==> src/hw/rtl/hvps_pkg.sv <==
// Shared types, register indexes, reset values and state codes for the HV precharge sequencer.
package hvps_pkg;

    localparam int unsigned CFG_IDX_W  = 3;
    localparam int unsigned CFG_DATA_W = 17;

    // Configuration register indexes.
    localparam logic [CFG_IDX_W-1:0] CFG_FUSE_LIMIT        = 3'd0;
    localparam logic [CFG_IDX_W-1:0] CFG_CURRENT_LIMIT     = 3'd1;
    localparam logic [CFG_IDX_W-1:0] CFG_PRECHARGE_MARGIN  = 3'd2;
    localparam logic [CFG_IDX_W-1:0] CFG_PRECHARGE_TIMEOUT = 3'd3;
    localparam logic [CFG_IDX_W-1:0] CFG_FILTER_ALPHA      = 3'd4;

    // Register reset values.
    localparam logic [14:0] FUSE_LIMIT_RST        = 15'd2750;
    localparam logic [14:0] CURRENT_LIMIT_RST     = 15'd2500;
    localparam logic [15:0] PRECHARGE_MARGIN_RST  = 16'd2000;
    localparam logic [15:0] PRECHARGE_TIMEOUT_RST = 16'd500;
    localparam logic [16:0] FILTER_ALPHA_RST      = 17'd25288;

    // Filtered trip level cap (25 A) and unity filter gain in Q16.
    localparam logic [14:0] FILTER_CAP = 15'd2500;
    localparam logic [16:0] ALPHA_ONE  = 17'd65536;

    // Externally visible sequencer state codes.
    localparam logic [2:0] SEQ_CODE_OFF      = 3'd0;
    localparam logic [2:0] SEQ_CODE_PC_START = 3'd1;
    localparam logic [2:0] SEQ_CODE_PC       = 3'd2;
    localparam logic [2:0] SEQ_CODE_ON       = 3'd3;
    localparam logic [2:0] SEQ_CODE_SHUT     = 3'd4;

    typedef enum logic [4:0] {
        SEQ_OFF      = 5'b00001,
        SEQ_PC_START = 5'b00010,
        SEQ_PC       = 5'b00100,
        SEQ_ON       = 5'b01000,
        SEQ_SHUT     = 5'b10000
    } seq_state_t;

    typedef struct packed {
        logic [31:0]        now_ms;
        logic               enable;
        logic [15:0]        battery_a_mv;
        logic [15:0]        battery_b_mv;
        logic [15:0]        output_mv;
        logic               current_valid;
        logic signed [15:0] current_sample;
    } in_item_t;

    typedef struct packed {
        logic               precharge_on;
        logic               main_switch_on;
        logic [2:0]         seq_state;
        logic               fuse_trip;
        logic               overcurrent_trip;
        logic               precharge_fail;
        logic signed [15:0] filtered_current;
    } out_item_t;

    // Raw over-current conditions from the filter datapath.
    typedef struct packed {
        logic over_fuse;
        logic over_level;
    } trip_req_t;

    // Event flags reported by the sequencer for one item.
    typedef struct packed {
        logic fuse_trip;
        logic overcurrent_trip;
        logic precharge_fail;
    } seq_flags_t;

endpackage

==> src/hw/rtl/hvps_filter.sv <==
// Current low-pass filter update and over-current comparisons.
module hvps_filter (
    input  logic signed [31:0]  acc,
    input  logic                sample_valid,
    input  logic signed [15:0]  sample,
    input  logic [14:0]         fuse_limit,
    input  logic [14:0]         current_limit,
    input  logic [16:0]         alpha,
    output logic signed [31:0]  acc_next,
    output logic signed [15:0]  filtered_current,
    output hvps_pkg::trip_req_t trip
);

    logic [16:0]        alpha_eff;
    logic [14:0]        level;
    logic signed [32:0] target;
    logic signed [32:0] acc_ext;
    logic signed [32:0] diff;
    logic signed [17:0] alpha_s;
    logic signed [50:0] prod;
    logic signed [50:0] rounded;
    logic signed [34:0] step;
    logic signed [31:0] acc_upd;
    logic [15:0]        int_part;

    always_comb begin
        alpha_eff = (alpha > hvps_pkg::ALPHA_ONE) ? hvps_pkg::ALPHA_ONE : alpha;
        level     = (current_limit < hvps_pkg::FILTER_CAP) ? current_limit : hvps_pkg::FILTER_CAP;
        target    = $signed({sample[15], sample, 16'd0});
        acc_ext   = $signed({acc[31], acc});
        diff      = target - acc_ext;
        alpha_s   = $signed({1'b0, alpha_eff});
        prod      = diff * alpha_s;
        // Round to nearest, ties up, then floor divide by 65536.
        rounded   = prod + 51'sd32768;
        step      = $signed(rounded[50:16]);
        acc_upd   = acc + step[31:0];
        acc_next  = sample_valid ? acc_upd : acc;

        trip.over_fuse  = sample_valid && (sample > $signed({1'b0, fuse_limit}));
        trip.over_level = sample_valid && (acc_upd > $signed({1'b0, level, 16'd0}));

        // Integer part truncated toward zero.
        int_part = acc_next[31:16];
        if (acc_next[31] && (acc_next[15:0] != 16'd0)) begin
            int_part = acc_next[31:16] + 16'd1;
        end
        filtered_current = $signed(int_part);
    end

endmodule

==> src/hw/rtl/hvps_seq.sv <==
// Next-state logic of the five-state precharge sequencer, including trip handling.
module hvps_seq (
    input  hvps_pkg::seq_state_t state,
    input  logic                 precharge,
    input  logic                 main_switch,
    input  logic [31:0]          start_ms,
    input  logic [31:0]          now_ms,
    input  logic                 enable,
    input  logic [15:0]          battery_a_mv,
    input  logic [15:0]          battery_b_mv,
    input  logic [15:0]          output_mv,
    input  hvps_pkg::trip_req_t  trip,
    input  logic [15:0]          margin,
    input  logic [15:0]          timeout,
    output hvps_pkg::seq_state_t state_next,
    output logic                 precharge_next,
    output logic                 main_switch_next,
    output logic [31:0]          start_ms_next,
    output logic [2:0]           state_code,
    output hvps_pkg::seq_flags_t flags
);

    hvps_pkg::seq_state_t mid_state;
    logic [15:0]          vmax;
    logic signed [17:0]   headroom;
    logic [31:0]          elapsed;

    always_comb begin
        flags.fuse_trip        = trip.over_fuse && (state != hvps_pkg::SEQ_SHUT);
        flags.overcurrent_trip = trip.over_level && (state != hvps_pkg::SEQ_SHUT)
                                 && !flags.fuse_trip;
        flags.precharge_fail   = 1'b0;

        mid_state = (flags.fuse_trip || flags.overcurrent_trip) ? hvps_pkg::SEQ_SHUT : state;

        vmax     = (battery_a_mv > battery_b_mv) ? battery_a_mv : battery_b_mv;
        headroom = $signed({2'b00, vmax}) - $signed({2'b00, output_mv});
        elapsed  = now_ms - start_ms;

        state_next       = mid_state;
        precharge_next   = precharge;
        main_switch_next = main_switch;
        start_ms_next    = start_ms;

        unique case (mid_state)
            hvps_pkg::SEQ_OFF: begin
                if (enable) begin
                    state_next = hvps_pkg::SEQ_PC_START;
                end
            end
            hvps_pkg::SEQ_PC_START: begin
                precharge_next = 1'b1;
                start_ms_next  = now_ms;
                state_next     = hvps_pkg::SEQ_PC;
            end
            hvps_pkg::SEQ_PC: begin
                if (headroom < $signed({2'b00, margin})) begin
                    precharge_next   = 1'b0;
                    main_switch_next = 1'b1;
                    state_next       = hvps_pkg::SEQ_ON;
                end else if (elapsed > {16'd0, timeout}) begin
                    flags.precharge_fail = 1'b1;
                    state_next           = hvps_pkg::SEQ_SHUT;
                end
            end
            hvps_pkg::SEQ_ON: begin
                if (!enable) begin
                    state_next = hvps_pkg::SEQ_SHUT;
                end
            end
            default: begin
                precharge_next   = 1'b0;
                main_switch_next = 1'b0;
                state_next       = hvps_pkg::SEQ_OFF;
            end
        endcase

        unique case (state_next)
            hvps_pkg::SEQ_OFF:      state_code = hvps_pkg::SEQ_CODE_OFF;
            hvps_pkg::SEQ_PC_START: state_code = hvps_pkg::SEQ_CODE_PC_START;
            hvps_pkg::SEQ_PC:       state_code = hvps_pkg::SEQ_CODE_PC;
            hvps_pkg::SEQ_ON:       state_code = hvps_pkg::SEQ_CODE_ON;
            default:                state_code = hvps_pkg::SEQ_CODE_SHUT;
        endcase
    end

endmodule

==> src/hw/rtl/hv_precharge_overcurrent_sequencer_core.sv <==
// Top level of the HV precharge sequencer with instant and filtered over-current trips.
//
// Usage:
// Each item on the s_ channel (s_valid, s_ready, s_data) is one control tick: a
// millisecond timestamp, the enable request, two battery voltages, the output voltage
// and an optional current sample. Each accepted item yields exactly one result item
// on the m_ channel (m_valid, m_ready, m_data) with the switch drives, the sequencer
// state after the tick, the trip and failure events of the tick and the filtered current.
// An accepted item sits in the input register; once the result register is free or is
// being emptied, the filter update, the trip checks and the sequencer step run in one
// pass and load the result register. The block takes one item per cycle while m_ready
// stays high: the input register refills in the same cycle that it hands its item on.
// The filter feedback loop (subtract, one 33 x 18 multiply, add) sets the clock period.
// When the receiver stalls, the result register holds, the input register keeps one
// more item and s_ready then drops until m_ready returns.
// Configuration is written via cfg_wr_en, cfg_index and cfg_wdata, by the user only while
// the block is idle, which it does not enforce; unknown indexes are ignored. Synchronous
// active-low reset aresetn restores the register defaults, puts the sequencer in Off with
// both switches open, clears the filter and precharge timestamp, empties both registers.
module hv_precharge_overcurrent_sequencer_core (
    input  logic                              aclk,
    input  logic                              aresetn,
    input  logic                              s_valid,
    output logic                              s_ready,
    input  hvps_pkg::in_item_t                s_data,
    output logic                              m_valid,
    input  logic                              m_ready,
    output hvps_pkg::out_item_t               m_data,
    input  logic                              cfg_wr_en,
    input  logic [hvps_pkg::CFG_IDX_W-1:0]    cfg_index,
    input  logic [hvps_pkg::CFG_DATA_W-1:0]   cfg_wdata
);

    // Configuration registers.
    logic [14:0] fuse_limit_reg;
    logic [14:0] current_limit_reg;
    logic [15:0] precharge_margin_reg;
    logic [15:0] precharge_timeout_reg;
    logic [16:0] filter_alpha_reg;

    // Pipeline registers.
    hvps_pkg::in_item_t  in_reg;
    logic                in_valid_reg;
    hvps_pkg::out_item_t out_reg;
    logic                out_valid_reg;

    // Sequencer and filter state.
    hvps_pkg::seq_state_t seq_reg;
    hvps_pkg::seq_state_t seq_next;
    logic                 precharge_reg;
    logic                 precharge_next;
    logic                 switch_reg;
    logic                 switch_next;
    logic [31:0]          precharge_start_reg;
    logic [31:0]          precharge_start_next;
    logic signed [31:0]   filter_acc_reg;
    logic signed [31:0]   filter_acc_next;

    hvps_pkg::trip_req_t  trip;
    hvps_pkg::seq_flags_t flags;
    logic [2:0]           state_code;
    logic signed [15:0]   filtered_current;
    logic                 advance;

    // The item in the input register moves on whenever the result register is free
    // or is being emptied in this cycle.
    assign advance = in_valid_reg && (!out_valid_reg || m_ready);
    assign s_ready = !in_valid_reg || advance;
    assign m_valid = out_valid_reg;
    assign m_data  = out_reg;

    hvps_filter u_filter (
        .acc              (filter_acc_reg),
        .sample_valid     (in_reg.current_valid),
        .sample           (in_reg.current_sample),
        .fuse_limit       (fuse_limit_reg),
        .current_limit    (current_limit_reg),
        .alpha            (filter_alpha_reg),
        .acc_next         (filter_acc_next),
        .filtered_current (filtered_current),
        .trip             (trip)
    );

    hvps_seq u_seq (
        .state            (seq_reg),
        .precharge        (precharge_reg),
        .main_switch      (switch_reg),
        .start_ms         (precharge_start_reg),
        .now_ms           (in_reg.now_ms),
        .enable           (in_reg.enable),
        .battery_a_mv     (in_reg.battery_a_mv),
        .battery_b_mv     (in_reg.battery_b_mv),
        .output_mv        (in_reg.output_mv),
        .trip             (trip),
        .margin           (precharge_margin_reg),
        .timeout          (precharge_timeout_reg),
        .state_next       (seq_next),
        .precharge_next   (precharge_next),
        .main_switch_next (switch_next),
        .start_ms_next    (precharge_start_next),
        .state_code       (state_code),
        .flags            (flags)
    );

    // Configuration writes.
    always_ff @(posedge aclk) begin
        if (!aresetn) begin
            fuse_limit_reg        <= hvps_pkg::FUSE_LIMIT_RST;
            current_limit_reg     <= hvps_pkg::CURRENT_LIMIT_RST;
            precharge_margin_reg  <= hvps_pkg::PRECHARGE_MARGIN_RST;
            precharge_timeout_reg <= hvps_pkg::PRECHARGE_TIMEOUT_RST;
            filter_alpha_reg      <= hvps_pkg::FILTER_ALPHA_RST;
        end else if (cfg_wr_en) begin
            unique case (cfg_index)
                hvps_pkg::CFG_FUSE_LIMIT:        fuse_limit_reg        <= cfg_wdata[14:0];
                hvps_pkg::CFG_CURRENT_LIMIT:     current_limit_reg     <= cfg_wdata[14:0];
                hvps_pkg::CFG_PRECHARGE_MARGIN:  precharge_margin_reg  <= cfg_wdata[15:0];
                hvps_pkg::CFG_PRECHARGE_TIMEOUT: precharge_timeout_reg <= cfg_wdata[15:0];
                hvps_pkg::CFG_FILTER_ALPHA:      filter_alpha_reg      <= cfg_wdata;
                default: begin
                end
            endcase
        end
    end

    // Input register: loads whenever the handshake completes.
    always_ff @(posedge aclk) begin
        if (!aresetn) begin
            in_valid_reg <= 1'b0;
        end else if (s_valid && s_ready) begin
            in_valid_reg <= 1'b1;
        end else if (advance) begin
            in_valid_reg <= 1'b0;
        end
    end

    always_ff @(posedge aclk) begin
        if (s_valid && s_ready) begin
            in_reg <= s_data;
        end
    end

    // Block state steps once per processed item, together with the result register.
    always_ff @(posedge aclk) begin
        if (!aresetn) begin
            seq_reg             <= hvps_pkg::SEQ_OFF;
            precharge_reg       <= 1'b0;
            switch_reg          <= 1'b0;
            precharge_start_reg <= 32'd0;
            filter_acc_reg      <= 32'sd0;
            out_valid_reg       <= 1'b0;
        end else begin
            if (advance) begin
                seq_reg             <= seq_next;
                precharge_reg       <= precharge_next;
                switch_reg          <= switch_next;
                precharge_start_reg <= precharge_start_next;
                filter_acc_reg      <= filter_acc_next;
                out_valid_reg       <= 1'b1;
            end else if (m_ready) begin
                out_valid_reg <= 1'b0;
            end
        end
    end

    always_ff @(posedge aclk) begin
        if (advance) begin
            out_reg.precharge_on     <= precharge_next;
            out_reg.main_switch_on   <= switch_next;
            out_reg.seq_state        <= state_code;
            out_reg.fuse_trip        <= flags.fuse_trip;
            out_reg.overcurrent_trip <= flags.overcurrent_trip;
            out_reg.precharge_fail   <= flags.precharge_fail;
            out_reg.filtered_current <= filtered_current;
        end
    end

endmodule

==> config.mk <==
export PLATFORM = sky130hd
export DESIGN_NAME = hv_precharge_overcurrent_sequencer_core
export DESIGN_NICKNAME = d
export VERILOG_FILES = /design/src/hw/rtl/hvps_pkg.sv /design/src/hw/rtl/hvps_filter.sv /design/src/hw/rtl/hvps_seq.sv /design/src/hw/rtl/hv_precharge_overcurrent_sequencer_core.sv
export SDC_FILE = /design/constraint.sdc
export NUM_CORES = 2
export LEC_CHECK = 0
export CORE_MARGIN = 1
export CORE_UTILIZATION = 40
export DETAILED_ROUTE_END_ITERATION = 7
export DONT_BUFFER_PORTS = 1
export PLACE_DENSITY = 0.66
export SLEW_MARGIN = 20
export SYNTH_ARGS = -nofsm -noshare
export SYNTH_HDL_FRONTEND = slang
export SYNTH_SLANG_ARGS = --single-unit
==> constraint.sdc <==
create_clock -name aclk -period 33 [get_ports aclk]
set_input_delay 4.95 -clock aclk [delete_from_list [all_inputs] [get_ports aclk]]
set_output_delay 4.95 -clock aclk [all_outputs]
set_load 0.005 [all_outputs]
==> results.md <==
* Synthesized flop and latch total at 274
* Clock root cell: clkbuf_16
* Yosys top cell by area: fa_1
* Synth top area share at 28.8%
* Site row count at 109
* Max reg flops at 98
* Final hold slack at 0.462 ns
* Worst R2R Setup Slack at 19.13 ns
* DR vias at 27178
* Worst Setup EP: precharge_start_reg[10]$_SDFFE_PN0P_
* Slew margin rel. at 16.4%
* Die Ht at 302 um
* Reg-to-Reg Start: filter_acc_reg[0]$_SDFFE_PN0P_
* Slew Limit Fails at 0
* R2r worst-path depth at 53
* Synth Instances at 4041
* TNS Setup at 0 ns
* Dpl hpwl at 78.4 mm
* Commonest cells post-synth: inv_1, fa_1, nor2_1
* PortBufs at 0
* RSZ-0062 raised after global routing: no
* Post-CTS sizing at 0
* Setup Skew at 0.0163 ns
* Slew @ Worst Pin at 1.25 ns
* Initial Util at 40.5%
* Share of cells above drive strength 1 at 3.93%
* Gr usage total at 22.1%
* Largest net degree at the start of global routing at 153
* Width of the die at 302 um
* Startpoint types: flip-flop
* CTS tree: yes
* Core area at 0.0888 mm2
* CTS max path bufs at 3
* Drt via density at 5.26
* Top FF cell, synth: dfxtp_1
* Hold Crit Class: reg2reg
* Die ar. at 0.0911 mm2
* Global-route wire length before repair at 157 mm
* Vias in the first global route at 28361
* CTS Buf Count at 26
* Max Cap Violations at 0
* Final Hold Viols at 0
* CP max-delay cell: xor2_1
* Io pins at 149
* Critical path class: reg2reg
* WL final at 97.8 mm
* Later-pin clock latency in the skew report at 0.57 ns
* Post-CTS Hold Buffers at 0
* GP Congestion at 0.959
* Crit-path max cell delay at 0.79 ns
* EDFF count, synth at 122
* Crit path launch: filter_acc_reg[0]$_SDFFE_PN0P_
* Most common cell in the netlist: inv_1
* H-Tree Level Count at 1
* Syn Area/Cell at 8.90 um2
* Worst Path Required at 33.45 ns
* R2r endpoint: precharge_start_reg[10]$_SDFFE_PN0P_
* Initial antenna violation count at 6
* Sequential element share of the synthesized area at 18.6%
* CP Max Fanout at 32
* Post-CTS Setup Inserts at 0
* # clock sinks at 274
* Remaining Overflow, GRT at 0
* DR iter-0 viols at 1814
* Total Nets Final at 4940
* Ranking of synthesized cells by area: fa_1, ha_1, edfxtp_1, dfxtp_1, inv_1
* Mapped Area at 0.0360 mm2
* Async set or reset register ratio after synthesis at 0%
* Tcrit/Tclk final at 42.0%
* Wire per inst at 18.9 um
* Worst setup EP type: flip-flop
* Min Tclk post-route at 13.87 ns
* Clock transition at path regs at 0.07 ns
* Worst path most repeated cell: fa_1
* Remaining antenna violation count after routing at 0
* Netlist cell types at 94
* CP arrival at 14.31 ns
* Run status: finished, final reports clean
* Synth warn at 0
* Area grow syn2layout at 6.10%
* DRC viols at 0
* Achievable frequency at 72.1 MHz
* DR pass1 iterations at 6
* Setup Viol. Count Final at 0
==> routing by layer <==
metal  global-route usage [%]  wire length [um]  vias up
met1                     28.4             40000    13343
met5                        0                37        -
li1                         -                 -    12699
met3                     5.02              8440      195
met2                     36.6             45900      935
met4                     7.13              3400        6
==> cell usage in the layout, fill, tap and decap left out, drive strengths merged, types with 16 or more instances in the layout <==
cell type and instances:
a211oi 16, a21boi 66, a21o 56, a21oi 119, and2 27, buf 47, clkbuf 35, dfxtp 152
edfxtp 122, fa 518, ha 320, inv 718, mux2 18, mux2i 52, nand2 480, nand2b 24
nand3 47, nand4 25, nor2 491, nor2b 83, nor3 39, nor4 18, o211a 16, o211ai 26
o21a 38, o21ai 88, xnor2 114, xor2 61
==> cells by family after synthesis <==
family,after synthesis,synth area share [%]
buffers and inverters,854,9.04
AND/OR/NAND/NOR,1299,15.9
adder cells (fa/ha/maj),839,40.0
AO/OA/AOI/OAI,528,10.1
flip-flops,274,18.6
other,1,0.0104
multiplexers,70,2.01
XOR/XNOR,176,4.32
==> final cells by class <==
cell class / count / area [um2]
Fill cell: 8615 / 50600
Multi-Input combinational cell: 2915 / 26100
Sequential cell: 274 / 6710
Inverter: 715 / 2680
Tap cell: 1165 / 1460
Clock buffer: 35 / 747
Timing Repair Buffer: 47 / 353
Clock inverter: 13 / 130
Antenna cell: 3 / 7.51
==> per-stage QoR <==
| step | cell area (um2) | worst slack (ns) | util (%) | cells |
|---|---|---|---|---|
| floorplan | 36000 | 21.02 | - | 4043 |
| global placement | 37300 | 19.60 | 42.0 | 5116 |
| detailed placement | 37300 | 19.27 | 42.0 | 5116 |
| CTS | 38200 | 19.19 | 43.0 | 5164 |
| global route | 38200 | 18.06 | 43.0 | 5166 |
| finish | 38200 | 19.13 | 43.0 | 5167 |
==> worst min path at each step <==
stage,start,end,slack [ns],depth (start not counted)
final,precharge_margin_reg[11]$_SDFFE_PN0P_,precharge_margin_reg[11]$_SDFFE_PN0P_,0.46,2
after global routing,precharge_timeout_reg[13]$_SDFFE_PN0P_,precharge_timeout_reg[13]$_SDFFE_PN0P_,0.48,2
after CTS,fuse_limit_reg[6]$_SDFFE_PN0P_,fuse_limit_reg[6]$_SDFFE_PN0P_,0.47,2
after detailed placement,fuse_limit_reg[6]$_SDFFE_PN0P_,fuse_limit_reg[6]$_SDFFE_PN0P_,0.46,2
after global placement,precharge_timeout_reg[13]$_SDFFE_PN0P_,precharge_timeout_reg[13]$_SDFFE_PN0P_,0.45,2
after floorplan,current_limit_reg[0]$_SDFFE_PN0P_,current_limit_reg[0]$_SDFFE_PN0P_,0.44,2
==> worst max-delay path: cells and delay by family, from the launching register on <==
kind                     cells  cell delay, ns
XOR/XNOR                     3            1.06
flip-flops                   1            0.61
AO/OA/AOI/OAI               15            3.81
adder cells (fa/ha/maj)     10            4.48
multiplexers                 1            0.26
buffers and inverters        6            0.72
AND/OR/NAND/NOR             18            2.73
Power is not shown: default switching activity piles up to over one toggle a cycle in this logic, so the estimate is an artifact.
